File: config.mk
export PLATFORM = sky130hd
export DESIGN_NAME = counting_semaphore_wait_queue_core
export DESIGN_NICKNAME = d
export VERILOG_FILES = /design/src/hw/rtl/csq_pkg.sv /design/src/hw/rtl/csq_ctrl.sv /design/src/hw/rtl/csq_datapath.sv /design/src/hw/rtl/counting_semaphore_wait_queue_core.sv
export VERILOG_INCLUDE_DIRS = /design/src /design/src/hw/rtl
export SDC_FILE = /design/constraint.sdc
export NUM_CORES = 1
export LEC_CHECK = 0
export BUFFER_PORTS_ARGS = -buffer_cell sky130_fd_sc_hd__buf_2
export CAP_MARGIN = 20
export CORE_ASPECT_RATIO = 0.9
export CORE_MARGIN = 5
export CORE_UTILIZATION = 29
export DETAILED_ROUTE_END_ITERATION = 8
export GPL_TIMING_DRIVEN = 0
export SLEW_MARGIN = 25
export SYNTH_ARGS = -nofsm -noshare
export SYNTH_HDL_FRONTEND = slang
export SYNTH_HIERARCHICAL = 1
export SYNTH_SLANG_ARGS = --single-unit
File: constraint.sdc
create_clock -name clk -period 3.5 [get_ports clk]
set_input_delay 0.525 -clock clk [delete_from_list [all_inputs] [get_ports clk]]
set_output_delay 0.525 -clock clk [all_outputs]
set_load 0.02 [all_outputs]
File: src/hw/rtl/counting_semaphore_wait_queue_core_macros.svh
// Assertion macros shared by the counting semaphore wait queue RTL.
// Expects signals named clk and rst_n in the including module.
`ifndef COUNTING_SEMAPHORE_WAIT_QUEUE_CORE_MACROS_SVH
`define COUNTING_SEMAPHORE_WAIT_QUEUE_CORE_MACROS_SVH
`ifndef ASSERT_OFF
// Checked only outside reset
`define CSQ_ASSERT(lbl, prop, msg) \
    lbl: assert property (@(posedge clk) disable iff (!rst_n) prop) else $error(msg);
// Checked on every edge, reset included
`define CSQ_ASSERT_ALWAYS(lbl, prop, msg) \
    lbl: assert property (@(posedge clk) prop) else $error(msg);
`else
`define CSQ_ASSERT(lbl, prop, msg)
`define CSQ_ASSERT_ALWAYS(lbl, prop, msg)
`endif
`endif

File: src/hw/rtl/csq_pkg.sv
// Package for the counting semaphore wait queue: shared types and codes.
// No dependencies.
`default_nettype none

package csq_pkg;

    // Controller states
    typedef enum logic [1:0] {
        ST_IDLE  = 2'd0,
        ST_WAIT  = 2'd1,
        ST_CHECK = 2'd2
    } csq_state_t;

    // Result status codes
    typedef enum logic [1:0] {
        RS_ACK    = 2'd0,
        RS_GRANT  = 2'd1,
        RS_REJECT = 2'd2
    } reply_status_t;

    // One queued waiter
    typedef struct packed {
        logic [15:0] id;
        logic [7:0]  amount;
    } waiter_t;

    // Controller to datapath commands
    typedef struct packed {
        logic load;       // take the input item
        logic grant;      // grant the queue head
        logic emit_last;  // flush pending result as final
    } csq_cmd_t;

    // Datapath to controller status
    typedef struct packed {
        logic queue_empty;
        logic count_covers;
    } csq_stat_t;

endpackage

`default_nettype wire

File: src/hw/rtl/csq_ctrl.sv
// Controller state machine for the counting semaphore wait queue.
// Depends on csq_pkg.
`default_nettype none

module csq_ctrl
    import csq_pkg::*;
(
    input  wire logic      clk,
    input  wire logic      rst_n,
    input  wire logic      start,
    output logic           busy,
    input  wire csq_stat_t stat,
    output csq_cmd_t       cmd
);

    csq_state_t state_reg;
    csq_state_t state_next;

    // State register
    always_ff @(posedge clk or negedge rst_n)
    begin
        if (!rst_n)
        begin
            state_reg <= ST_IDLE;
        end
        else
        begin
            state_reg <= state_next;
        end
    end

    // Next state and commands
    always_comb
    begin
        state_next    = state_reg;
        cmd           = '0;
        busy          = 1'b1;
        case (state_reg)
            ST_IDLE:
            begin
                busy = 1'b0;
                if (start)
                begin
                    cmd.load   = 1'b1;
                    state_next = ST_WAIT;
                end
            end
            // head entry read is in flight
            ST_WAIT:
            begin
                state_next = ST_CHECK;
            end
            ST_CHECK:
            begin
                if (!stat.queue_empty && stat.count_covers)
                begin
                    cmd.grant  = 1'b1;
                    state_next = ST_WAIT;
                end
                else
                begin
                    cmd.emit_last = 1'b1;
                    state_next    = ST_IDLE;
                end
            end
            default:
            begin
                state_next = ST_IDLE;
            end
        endcase
    end

endmodule

`default_nettype wire

File: src/hw/rtl/csq_datapath.sv
// Datapath: semaphore count, waiter ring memory, pending and output registers.
// Depends on csq_pkg and counting_semaphore_wait_queue_core_macros.svh.
`default_nettype none
`include "counting_semaphore_wait_queue_core_macros.svh"

module csq_datapath
    import csq_pkg::*;
#(
    parameter int QUEUE_DEPTH = 16,
    parameter int COUNT_WIDTH = 16
)
(
    input  wire logic               clk,
    input  wire logic               rst_n,
    input  wire csq_cmd_t           cmd,
    output csq_stat_t               stat,
    input  wire logic [15:0]        client_id,
    input  wire logic signed [8:0]  request_amount,
    output logic                    reply_valid,
    output logic [15:0]             reply_id,
    output logic [1:0]              reply_status,
    output logic                    last_reply
);

    localparam int ADDR_W = (QUEUE_DEPTH > 1) ? $clog2(QUEUE_DEPTH) : 1;
    localparam int FILL_W = $clog2(QUEUE_DEPTH + 1);
    localparam logic [ADDR_W-1:0] LAST_IDX = ADDR_W'(QUEUE_DEPTH - 1);
    localparam logic [FILL_W-1:0] FULL_FILL = FILL_W'(QUEUE_DEPTH);

    // Waiter ring, undefined until written
    waiter_t mem [QUEUE_DEPTH];
    waiter_t rd_data_reg;

    logic [COUNT_WIDTH-1:0] count_reg;
    logic [ADDR_W-1:0]      head_reg;
    logic [ADDR_W-1:0]      tail_reg;
    logic [FILL_W-1:0]      fill_reg;

    logic                   pend_valid_reg;
    logic [15:0]            pend_id_reg;
    reply_status_t          pend_status_reg;

    logic                   out_valid_reg;
    logic [15:0]            out_id_reg;
    reply_status_t          out_status_reg;
    logic                   out_last_reg;

    logic                   is_wait;
    logic                   queue_full;
    logic [8:0]             neg_amount;
    logic [7:0]             wait_mag;
    logic [COUNT_WIDTH:0]   sum;
    logic [COUNT_WIDTH-1:0] sat_count;
    logic [COUNT_WIDTH-1:0] head_need;
    waiter_t                wr_entry;

    // Input decode: saturated signal sum and wait magnitude
    always_comb
    begin
        is_wait    = request_amount[8];
        queue_full = (fill_reg == FULL_FILL);
        neg_amount = ~request_amount + 9'd1;
        wait_mag   = neg_amount[8] ? 8'hFF : neg_amount[7:0];
        sum        = {1'b0, count_reg} + (COUNT_WIDTH + 1)'(request_amount[7:0]);
        sat_count  = sum[COUNT_WIDTH] ? '1 : sum[COUNT_WIDTH-1:0];
        head_need  = COUNT_WIDTH'(rd_data_reg.amount);
        wr_entry.id     = client_id;
        wr_entry.amount = wait_mag;
    end

    // Status to controller
    always_comb
    begin
        stat.queue_empty  = (fill_reg == '0);
        stat.count_covers = (count_reg >= head_need);
    end

    // Ring memory: write at tail, registered read at head
    always_ff @(posedge clk)
    begin
        if (cmd.load && is_wait && !queue_full)
        begin
            mem[tail_reg] <= wr_entry;
        end
        rd_data_reg <= mem[head_reg];
    end

    // Count and ring pointers
    always_ff @(posedge clk or negedge rst_n)
    begin
        if (!rst_n)
        begin
            count_reg <= '0;
            head_reg  <= '0;
            tail_reg  <= '0;
            fill_reg  <= '0;
        end
        else if (cmd.load)
        begin
            if (!is_wait)
            begin
                count_reg <= sat_count;
            end
            else if (!queue_full)
            begin
                tail_reg <= (tail_reg == LAST_IDX) ? '0 : tail_reg + 1'b1;
                fill_reg <= fill_reg + 1'b1;
            end
        end
        else if (cmd.grant)
        begin
            count_reg <= count_reg - head_need;
            head_reg  <= (head_reg == LAST_IDX) ? '0 : head_reg + 1'b1;
            fill_reg  <= fill_reg - 1'b1;
        end
    end

    // Pending result: held back until we know whether another follows
    always_ff @(posedge clk or negedge rst_n)
    begin
        if (!rst_n)
        begin
            pend_valid_reg <= 1'b0;
        end
        else if (cmd.load)
        begin
            pend_valid_reg <= !is_wait || queue_full;
        end
        else if (cmd.grant)
        begin
            pend_valid_reg <= 1'b1;
        end
        else if (cmd.emit_last)
        begin
            pend_valid_reg <= 1'b0;
        end
    end

    always_ff @(posedge clk)
    begin
        if (cmd.load)
        begin
            pend_id_reg     <= client_id;
            pend_status_reg <= is_wait ? RS_REJECT : RS_ACK;
        end
        else if (cmd.grant)
        begin
            pend_id_reg     <= rd_data_reg.id;
            pend_status_reg <= RS_GRANT;
        end
    end

    // Output strobe register
    always_ff @(posedge clk or negedge rst_n)
    begin
        if (!rst_n)
        begin
            out_valid_reg <= 1'b0;
        end
        else
        begin
            out_valid_reg <= (cmd.grant || cmd.emit_last) && pend_valid_reg;
        end
    end

    always_ff @(posedge clk)
    begin
        if (cmd.grant || cmd.emit_last)
        begin
            out_id_reg     <= pend_id_reg;
            out_status_reg <= pend_status_reg;
            out_last_reg   <= cmd.emit_last;
        end
    end

    assign reply_valid  = out_valid_reg;
    assign reply_id     = out_id_reg;
    assign reply_status = out_status_reg;
    assign last_reply   = out_last_reg;

    `CSQ_ASSERT_ALWAYS(a_fill_bound, fill_reg <= FULL_FILL, "queue fill beyond depth")
    `CSQ_ASSERT(a_grant_legal, cmd.grant |-> fill_reg != '0 && count_reg >= head_need, "bad grant")
    `CSQ_ASSERT(a_ring_empty, (fill_reg == '0) |-> (head_reg == tail_reg), "empty ring pointers differ")
    `CSQ_ASSERT(a_last_flush, cmd.emit_last |=> !pend_valid_reg, "pending result survived flush")

endmodule

`default_nettype wire

File: src/hw/rtl/counting_semaphore_wait_queue_core.sv
// Top level of the counting semaphore wait queue.
// Depends on csq_pkg, csq_ctrl and csq_datapath.
//
// Usage:
//   Command channel: an item (client_id, request_amount) is taken at a clock
//   edge with start high and busy low. A zero or positive amount adds to the
//   count (saturating) and is acknowledged; a negative amount is queued as a
//   waiter, or rejected when the queue is full.
//   Result channel: reply_valid strobes for one cycle per result with
//   reply_id, reply_status and last_reply. Waiters are granted strictly in
//   arrival order from the queue head while the count covers them.
//   Sequence: after the accept edge busy stays high through states WAIT and
//   CHECK, and once more through WAIT and CHECK for each grant, so no new
//   item is taken until the current one is done; the WAIT before each check
//   covers the registered read of the waiter memory at the head pointer.
//   Each result is registered into the output strobe register as CHECK
//   grants or ends the item; the final one has last_reply set. An item
//   may give no result.
//   Reset: count, pointers and fill clear at once; waiter memory is not
//   cleared. The receiver cannot stall; results are never held back.
`default_nettype none

module counting_semaphore_wait_queue_core
    import csq_pkg::*;
#(
    parameter int QUEUE_DEPTH = 16,
    parameter int COUNT_WIDTH = 16
)
(
    input  wire logic               clk,
    input  wire logic               rst_n,
    input  wire logic               start,
    output logic                    busy,
    input  wire logic [15:0]        client_id,
    input  wire logic signed [8:0]  request_amount,
    output logic                    reply_valid,
    output logic [15:0]             reply_id,
    output logic [1:0]              reply_status,
    output logic                    last_reply
);

    csq_cmd_t  cmd;
    csq_stat_t stat;

    // Sequencer
    csq_ctrl u_ctrl (
        .clk   (clk),
        .rst_n (rst_n),
        .start (start),
        .busy  (busy),
        .stat  (stat),
        .cmd   (cmd)
    );

    // Count, queue and result registers
    csq_datapath #(
        .QUEUE_DEPTH (QUEUE_DEPTH),
        .COUNT_WIDTH (COUNT_WIDTH)
    ) u_datapath (
        .clk            (clk),
        .rst_n          (rst_n),
        .cmd            (cmd),
        .stat           (stat),
        .client_id      (client_id),
        .request_amount (request_amount),
        .reply_valid    (reply_valid),
        .reply_id       (reply_id),
        .reply_status   (reply_status),
        .last_reply     (last_reply)
    );

endmodule

`default_nettype wire
==> run_summary.xml, run 1 <==
<?xml version="1.0" encoding="UTF-8"?>
<metrics>
  <group name="synth">
    <metric name="ys_types" unit="">60</metric>
    <metric name="yosys_register_bits" unit="">478</metric>
    <metric name="synth_fp_nets" unit="">1026</metric>
    <metric name="yosysWarningCount" unit="">6</metric>
    <metric name="synth_area" unit="sq um">19100</metric>
    <metric name="synth-async-reset-ratio" unit="%">6.90</metric>
    <metric name="synth_top_cell_by_area" unit="">edfxtp_1</metric>
    <metric name="count_of_flip_flops_with_a_built_in_enable_after_synthesis" unit="">421</metric>
    <metric name="synthesis.instances" unit="">970</metric>
    <metric name="yosys.area.top_type_share" unit="%">66.2</metric>
    <metric name="ys_seq_area_share" unit="%">73.0</metric>
    <metric name="synth.avg_cell_area" unit="sq um">19.7</metric>
    <metric name="synth.top_cells.by_area" unit="">edfxtp_1 (66%), mux4_2 (14%), dfrtp_1 (4.3%)</metric>
    <metric name="dominantRegCellSynth" unit="">edfxtp_1</metric>
  </group>
  <group name="timing">
    <metric name="hold_ws" unit="ns">0.0503</metric>
    <metric name="fmax" unit="MHz">298</metric>
    <metric name="timing.clock.skew" unit="ns">0.0276</metric>
    <metric name="worst_slew_pin_slew" unit="ns">1.07</metric>
    <metric name="final.setup.worst_slack" unit="ns">0.144</metric>
    <metric name="final_hold_viol_count" unit="">0</metric>
    <metric name="layout_min_cycle_time" unit="ns">3.36</metric>
    <metric name="final_setup_fails" unit="">0</metric>
    <metric name="count_of_final_max_slew_check_failures" unit="">0</metric>
    <metric name="rsz_0062_raised_after_global_routing" unit="">true</metric>
    <metric name="finalSetupTns" unit="ns">0</metric>
    <metric name="max-slew-margin-rel" unit="%">28.7</metric>
    <metric name="layout_worst_path_cycle_share" unit="%">95.9</metric>
  </group>
  <group name="power">
    <metric name="post-layout-total-power" unit="mW">18.4</metric>
    <metric name="total_leakage_power" unit="nW">7.45</metric>
    <metric name="worst_ir_drop_vdd" unit="mV">0.313</metric>
    <metric name="power_density" unit="nW/um^2">808</metric>
  </group>
  <group name="run_status">
    <metric name="status" unit="">complete, no violations</metric>
  </group>
  <group name="floorplanning">
    <metric name="floorplan.initialDensity" unit="%">29.2</metric>
    <metric name="placeableCoreArea" unit="sq um">65500</metric>
    <metric name="dieArea" unit="sq um">71100</metric>
    <metric name="die_span_y" unit="um">254</metric>
    <metric name="num_rows" unit="">89</metric>
    <metric name="die_w" unit="um">281</metric>
    <metric name="ios" unit="">49</metric>
  </group>
  <group name="route">
    <metric name="drt.antenna.violating_nets" unit="">0</metric>
    <metric name="vias_per_cell" unit="">4.81</metric>
    <metric name="drt_iter0_drc" unit="">831</metric>
    <metric name="remaining_drc_errors" unit="">0</metric>
    <metric name="vias" unit="">9594</metric>
    <metric name="wire_per_inst" unit="um">22.0</metric>
    <metric name="routed_wire_length" unit="um">44000</metric>
    <metric name="dr.pass1.iters" unit="">5</metric>
  </group>
  <group name="final_layout">
    <metric name="area_growth" unit="%">19.0</metric>
    <metric name="fillers" unit="">6143</metric>
    <metric name="antenna_diode_instance_count" unit="">0</metric>
    <metric name="final_cell_count_without_fillers" unit="">1996</metric>
    <metric name="layout.nets" unit="">1146</metric>
    <metric name="area.sequential" unit="sq um">13900</metric>
    <metric name="final_common_cell" unit="">edfxtp_1</metric>
    <metric name="layout.core_utilization" unit="%">34.7</metric>
    <metric name="top_register" unit="">u_datapath/mem</metric>
    <metric name="area_of_the_multi_input_gates" unit="sq um">4960</metric>
    <metric name="largest_register_ff_count" unit="">384</metric>
    <metric name="final_cell_mix" unit="">edfxtp_1 (421), mux4_2 (120), buf_2 (64), clkbuf_16 (51), nand2_1 (37)</metric>
    <metric name="post_layout_inst_area" unit="sq um">22700</metric>
    <metric name="layout-drive-gt1-share" unit="%">29.5</metric>
  </group>
  <group name="worst_setup_path">
    <metric name="cp-end-kind" unit="">flip-flop</metric>
    <metric name="worst-endpoint-arrival" unit="ns">3.83</metric>
    <metric name="crit_path_cell_trace" unit="">ha_1, nor2b_1, o31a_1, o221ai_4, nand3_1, and4bb_2, nor2_1, bufinv_8, nand2_2, o31a_1, a21oi_1, o22a_1</metric>
    <metric name="worst_setup_path_class" unit="">flip-flop to flip-flop</metric>
    <metric name="critPathBufInv" unit="">1</metric>
    <metric name="critical_path.max_stage_delay" unit="ns">0.41</metric>
    <metric name="r2r.worst_path.cells" unit="">12</metric>
    <metric name="cpLargestDelayFamily" unit="">simple AND/OR/NAND/NOR gates</metric>
    <metric name="worstSetupStartpointType" unit="">flip-flop</metric>
    <metric name="critical_path.most_common_cell" unit="">o31a_1</metric>
    <metric name="timing.critical_path.required" unit="ns">3.97</metric>
    <metric name="cp_slowest_cell" unit="">dfrtp_1</metric>
    <metric name="worstSetupPathDepth" unit="">12</metric>
    <metric name="critical_path_peak_fanout" unit="">9</metric>
  </group>
  <group name="clock_tree">
    <metric name="clk_transition_reported_paths" unit="ns">0.06</metric>
    <metric name="cts_made_buffers" unit="">50</metric>
    <metric name="worst_skew_pair_latency" unit="ns">0.60</metric>
    <metric name="clockRootBuffer" unit="">clkbuf_16</metric>
    <metric name="cts-htree-levels" unit="">2</metric>
    <metric name="cts_buffer_depth" unit="">3</metric>
    <metric name="tritoncts_num_sinks" unit="">478</metric>
    <metric name="cts_tree" unit="">done</metric>
    <metric name="cts_hold_repair.buffers" unit="">0</metric>
  </group>
  <group name="global_routing">
    <metric name="track_usage" unit="%">12.4</metric>
    <metric name="global_route.overflow_total" unit="">0</metric>
    <metric name="pin_count_of_the_biggest_net_entering_global_routing" unit="">34</metric>
    <metric name="antenna_found_initial" unit="">0</metric>
    <metric name="first_global_vias" unit="">9936</metric>
    <metric name="grt_pass1_wl" unit="um">65600</metric>
  </group>
  <group name="placement">
    <metric name="pre_cts_slack" unit="ns">-0.725</metric>
    <metric name="placed_cells" unit="">1899</metric>
    <metric name="io_buffers" unit="">47</metric>
    <metric name="finalWeightedCongestion" unit="">0.798</metric>
    <metric name="hpwl" unit="um">28100</metric>
    <metric name="placedInstanceArea" unit="sq um">20900</metric>
  </group>
  <group name="min_path">
    <metric name="worst_hold_path_type" unit="">input port to async pin</metric>
  </group>
  <group name="job">
    <metric name="maxCapViolations" unit="">0</metric>
  </group>
</metrics>
[cells by family (layout without fill, tap and decap cells)]
group                      Yosys count  count (layout)  share of synthesized area (%)
xor gates and xnor gates            25              25                           1.15
DFF                                478             478                           73.0
buffers and inverters               64             226                           1.40
adders and majority gates           28              28                           1.95
muxes                              145             145                           15.6
and+or+nand+nor                    138             138                           3.79
AOI/OAI and AO/OA                   92              92                           3.14
[worst reg2reg max path, delay by kind of cell (launching register included)]
family,cells,cell delay (ns)
compound gates,5,1.03
fa+ha+maj,1,0.38
buf+inv,1,0.26
flops,1,0.41
simple gates,5,1.16
[where the power goes]
group	leakage (nW)	internal (mW)	switching [mW]
logic	2.22	2.47	3.04
clock network	0.849	3.33	2.23
registers	4.38	7.00	0.294
total	7.45	12.8	5.56
[final cells by class]
cell class,count,share of cell area (%)
Inverter,22,0.424
Multi-Input combinational cell,428,21.8
Timing Repair Buffer,68,3.05
Sequential cell,478,61.4
Tap cell,864,4.76
Buffer,42,0.848
Clock inverter,24,1.40
Clock buffer,70,6.32
[what timing repair did]
| action | in CTS | in global routing |
|---|---|---|
| endpoints found under the setup margin | 90 | 116 |
| endpoints found under the hold margin | 0 | 0 |
| gates resized for setup | 9 | 14 |
| buffers inserted | 0 | 3 |
[synth_stat cells (3+ instances only)]
master / count
mux2_2: 17
buf_2: 16
nor3b_1: 3
buf_1: 7
mux2i_1: 8
nor2_1: 27
a21oi_1: 21
clkbuf_1: 18
mux4_2: 120
fa_1: 3
nor3_1: 6
a211oi_1: 5
xor2_1: 11
nor4_1: 3
and3_1: 3
nand2b_1: 5
dfxtp_1: 24
o22ai_1: 4
inv_1: 22
o221ai_1: 3
xnor2_1: 14
nand3_1: 14
dfrtp_1: 33
nand2_1: 38
nor2b_1: 5
ha_1: 25
and4_1: 3
o21ai_0: 28
and2_1: 14
a22oi_1: 3
edfxtp_1: 421
a21o_1: 9
[layer usage]
metal	track usage [%]	routed length (um)	up-vias	part of all wire (%)
met2	20.6	21600	255	49
met1	17.0	19200	5096	44
met4	3.05	816	0	1.9
li1	-	-	4179	-
met3	2.26	2340	64	5.3
met5	0	0	-	0
[final timing paths]
path,startpoint,to,slack [ns]
min in group clk,client_id[6],u_datapath/mem[8][14],0.30
max reg2reg,u_datapath/count_reg[2],u_datapath/count_reg[12],0.14
max in group asynchronous,rst_n,u_datapath/tail_reg[2],2.89
max,u_datapath/count_reg[2],u_datapath/count_reg[12],0.14
min,rst_n,u_datapath/count_reg[7],0.05
min reg2reg,u_datapath/pend_id_reg[9],u_datapath/reply_id[9],0.41
Power figures use the tool's default switching activity.
==> run 2, diff against run 1 <==
--- a/config.mk
+++ b/config.mk
@@ -6,6 +6,7 @@
 export SDC_FILE = /design/constraint.sdc
 export NUM_CORES = 1
 export LEC_CHECK = 0
+export ABC_AREA = 1
 export BUFFER_PORTS_ARGS = -buffer_cell sky130_fd_sc_hd__buf_2
 export CAP_MARGIN = 20
 export CORE_ASPECT_RATIO = 0.9
@@ -13,6 +14,7 @@
 export CORE_UTILIZATION = 29
 export DETAILED_ROUTE_END_ITERATION = 8
 export GPL_TIMING_DRIVEN = 0
+export REMOVE_ABC_BUFFERS = 1
 export SLEW_MARGIN = 25
 export SYNTH_ARGS = -nofsm -noshare
 export SYNTH_HDL_FRONTEND = slang
==> run_summary.xml, run 2 <==
<?xml version="1.0" encoding="UTF-8"?>
<metrics>
  <group name="run_status">
    <metric name="status" unit="">complete, no violations</metric>
  </group>
  <group name="power">
    <metric name="power_frac_seq" unit="%">53.9</metric>
    <metric name="power.clock.fraction" unit="%">44.8</metric>
    <metric name="worst_ir_drop_vdd" unit="mV">0.338</metric>
    <metric name="combinationalPowerShare" unit="%">1.3</metric>
    <metric name="power_switching_share" unit="%">19.2</metric>
    <metric name="netSwitchingPower" unit="mW">2.20</metric>
    <metric name="total_leakage_power" unit="nW">8.41</metric>
    <metric name="power_density" unit="nW/um^2">493</metric>
    <metric name="post-layout-total-power" unit="mW">11.5</metric>
    <metric name="cell_internal_pwr" unit="mW">9.29</metric>
  </group>
  <group name="synth">
    <metric name="synth.top_cells.by_area" unit="">edfxtp_1 (63%), nor2_1 (4.8%), nand2_1 (4.4%)</metric>
    <metric name="yosys.area.top_type_share" unit="%">63.4</metric>
    <metric name="synth.avg_cell_area" unit="sq um">12.0</metric>
    <metric name="ys_types" unit="">45</metric>
    <metric name="synthesis.instances" unit="">1661</metric>
    <metric name="most_frequent_cell_after_synthesis" unit="">edfxtp_1</metric>
    <metric name="synth_top_cells_by_count" unit="">edfxtp_1 (421), nor2_1 (254), nand2_1 (235)</metric>
    <metric name="ys_seq_area_share" unit="%">70.0</metric>
    <metric name="count_of_flip_flops_with_a_built_in_enable_after_synthesis" unit="">421</metric>
    <metric name="dominantRegCellSynth" unit="">edfxtp_1</metric>
    <metric name="synth-async-reset-ratio" unit="%">6.90</metric>
    <metric name="synth_top_cell_by_area" unit="">edfxtp_1</metric>
    <metric name="yosys_register_bits" unit="">478</metric>
    <metric name="synth_area" unit="sq um">19900</metric>
    <metric name="yosysWarningCount" unit="">6</metric>
  </group>
  <group name="route">
    <metric name="wire_per_inst" unit="um">19.7</metric>
    <metric name="remaining_drc_errors" unit="">0</metric>
    <metric name="dr.pass1.iters" unit="">5</metric>
    <metric name="vias" unit="">13200</metric>
    <metric name="routed_wire_length" unit="um">51500</metric>
    <metric name="vias_per_cell" unit="">5.05</metric>
    <metric name="drt.antenna.violating_nets" unit="">0</metric>
    <metric name="drt_iter0_drc" unit="">1209</metric>
  </group>
  <group name="clock_tree">
    <metric name="cts-htree-levels" unit="">2</metric>
    <metric name="clk_transition_reported_paths" unit="ns">0.06</metric>
    <metric name="tritoncts_num_sinks" unit="">478</metric>
    <metric name="cts_buffer_depth" unit="">3</metric>
    <metric name="cts_tree" unit="">done</metric>
    <metric name="worst_skew_pair_latency" unit="ns">0.56</metric>
    <metric name="clockRootBuffer" unit="">clkbuf_16</metric>
    <metric name="cts_hold_repair.buffers" unit="">0</metric>
    <metric name="cts_made_buffers" unit="">46</metric>
  </group>
  <group name="final_layout">
    <metric name="post_layout_inst_area" unit="sq um">23300</metric>
    <metric name="top_register" unit="">u_datapath/mem</metric>
    <metric name="largest_register_ff_count" unit="">384</metric>
    <metric name="final_cell_mix" unit="">edfxtp_1 (421), nor2_1 (237), nand2_1 (232), o21ai_0 (173), nand3_1 (79)</metric>
    <metric name="layout.core_utilization" unit="%">34.1</metric>
    <metric name="final_common_cell" unit="">edfxtp_1</metric>
    <metric name="layout.nets" unit="">1751</metric>
    <metric name="area_growth" unit="%">16.9</metric>
    <metric name="layout-drive-gt1-share" unit="%">11.7</metric>
  </group>
  <group name="global_routing">
    <metric name="gr-usage-met1" unit="%">18.7</metric>
    <metric name="grt-busiest-layer" unit="">met2</metric>
    <metric name="pin_count_of_the_biggest_net_entering_global_routing" unit="">159</metric>
    <metric name="track_usage" unit="%">13.5</metric>
    <metric name="antenna_found_initial" unit="">2</metric>
    <metric name="first_global_vias" unit="">13200</metric>
    <metric name="grt_use_met3" unit="%">2.32</metric>
    <metric name="global_route.overflow_total" unit="">0</metric>
    <metric name="grt_pass1_wl" unit="um">78900</metric>
    <metric name="use_met2" unit="%">22.5</metric>
  </group>
  <group name="floorplanning">
    <metric name="die_w" unit="um">286</metric>
    <metric name="num_rows" unit="">91</metric>
    <metric name="ios" unit="">49</metric>
    <metric name="dieArea" unit="sq um">74100</metric>
    <metric name="die_span_y" unit="um">259</metric>
    <metric name="floorplan.initialDensity" unit="%">29.2</metric>
    <metric name="placeableCoreArea" unit="sq um">68300</metric>
  </group>
  <group name="placement">
    <metric name="hpwl" unit="um">30900</metric>
    <metric name="io_buffers" unit="">48</metric>
    <metric name="pre_cts_slack" unit="ns">-0.475</metric>
    <metric name="finalWeightedCongestion" unit="">0.847</metric>
    <metric name="placedInstanceArea" unit="sq um">21700</metric>
  </group>
  <group name="worst_setup_path">
    <metric name="critical_path.max_stage_delay" unit="ns">0.60</metric>
    <metric name="worstSetupPathDepth" unit="">14</metric>
    <metric name="worst_setup_path_class" unit="">flip-flop to flip-flop</metric>
    <metric name="cpLargestDelayFamily" unit="">simple AND/OR/NAND/NOR gates</metric>
    <metric name="critical_path_peak_fanout" unit="">19</metric>
    <metric name="cp_slowest_cell" unit="">nand2_2</metric>
    <metric name="timing.critical_path.required" unit="ns">3.68</metric>
    <metric name="crit_path_cell_trace" unit="">inv_1, ha_1, fa_1, o21ai_2, nand2_1, nand4_1, nor2_1, nand4_1, inv_1, nor2_2, nand2_1, inv_1, inv_1, nand2_2</metric>
    <metric name="worstSetupStartpointType" unit="">flip-flop</metric>
    <metric name="worst-endpoint-arrival" unit="ns">3.42</metric>
    <metric name="cp-end-kind" unit="">flip-flop</metric>
    <metric name="critPathBufInv" unit="">4</metric>
    <metric name="r2r.worst_path.cells" unit="">14</metric>
    <metric name="critical_path.most_common_cell" unit="">inv_1</metric>
  </group>
  <group name="timing">
    <metric name="rsz_0062_raised_after_global_routing" unit="">true</metric>
    <metric name="layout_min_cycle_time" unit="ns">3.24</metric>
    <metric name="timing.clock.skew" unit="ns">0.0209</metric>
    <metric name="layout_worst_path_cycle_share" unit="%">92.6</metric>
    <metric name="final.setup.worst_slack" unit="ns">0.260</metric>
    <metric name="fmax" unit="MHz">309</metric>
    <metric name="final_setup_fails" unit="">0</metric>
    <metric name="max-slew-margin-rel" unit="%">34.6</metric>
    <metric name="final_hold_viol_count" unit="">0</metric>
    <metric name="count_of_final_max_slew_check_failures" unit="">0</metric>
    <metric name="worst_slew_pin_slew" unit="ns">0.974</metric>
  </group>
  <group name="job">
    <metric name="maxCapViolations" unit="">0</metric>
  </group>
  <group name="min_path">
    <metric name="worst_hold_path_type" unit="">input port to async pin</metric>
  </group>
</metrics>
==> run 2: power by group through the flow <==
stage	clock [mW]	combinational, mW	sequential [mW]
after floorplan	0	0.0540	6.32
after global placement	0	0.137	6.32
after detailed placement	0	0.146	6.32
after CTS	5.25	0.147	6.19
after global routing	5.53	0.165	6.19
final	5.16	0.146	6.20
==> run 2: layer usage <==
layer / wire [um] / vias to the layer above
met5: 13 / -
met3: 3070 / 87
met2: 24700 / 388
li1: - / 6079
met1: 22900 / 6655
met4: 904 / 2
==> run 2: repair_timing <==
item                                    in CTS  in global routing
gates resized for setup                      3                  4
gates cloned                                 0                  0
hold endpoints to repair                     0                  0
buffers inserted                             0                  0
endpoints found under the setup margin      16                 18
==> run 2: kinds of logic (layout without fill, tap and decap cells) <==
family                   Yosys count  in the layout  synth area share, %
AND/OR/NAND/NOR                  601            601                 12.3
flip-flops                       478            478                 70.0
AO/OA/AOI/OAI                    369            369                 11.3
buffers and inverters            170            242                 3.89
adder cells (fa/ha/maj)           28             28                 1.87
XOR/XNOR                          14             14                0.653
multiplexers                       1              1               0.0753
other                              0              1                    0
==> run 2: area by class of cell <==
class,count,area [sq um]
antenna,1,2.50
multi-input combinational,1013,5360
inverter,79,324
tap,883,1100
sequential,478,14000
timing repair buffer,77,976
fill,6628,45000
clock buffer,65,1270
clock inverter,21,302
==> run 2: final timing paths <==
check | start | to | slack [ns]
worst max-delay path | u_datapath/count_reg[0] | u_datapath/reply_id[12] | 0.26
worst min-delay path | rst_n | u_datapath/count_reg[2] | 0.05
worst max register to register | u_datapath/count_reg[0] | u_datapath/reply_id[12] | 0.26
worst min register to register | u_datapath/pend_id_reg[11] | u_datapath/reply_id[11] | 0.42
max in group asynchronous | rst_n | u_datapath/head_reg[0] | 2.86
min in group clk | start | u_ctrl/state_reg[0] | 0.27
==> run 2: stage by stage <==
| step | TNS (ns) | hold slack, ns | cells |
|---|---|---|---|
| 5_1_grt | -0.00256 | 0.0978 | 2616 |
| 2_1_floorplan | -42.45 | 0.229 | 1570 |
| 3_5_place_dp | -5.21 | 0.405 | 2530 |
| 6_report | 0 | 0.0464 | 2617 |
| 4_1_cts | 0 | 0.0657 | 2616 |
| 3_3_place_gp | -1096.39 | 0.405 | 2501 |
==> run 2: worst register-to-register path, cell delays in order, from the launching register on <==
cell and delay (ns):
dfrtp_1 0.36, inv_1 0.07, ha_1 0.24, fa_1 0.43
o21ai_2 0.23, nand2_1 0.15, nand4_1 0.13, nor2_1 0.06
nand4_1 0.09, inv_1 0.06, nor2_2 0.14, nand2_1 0.09
inv_1 0.08, inv_1 0.12, nand2_2 0.60
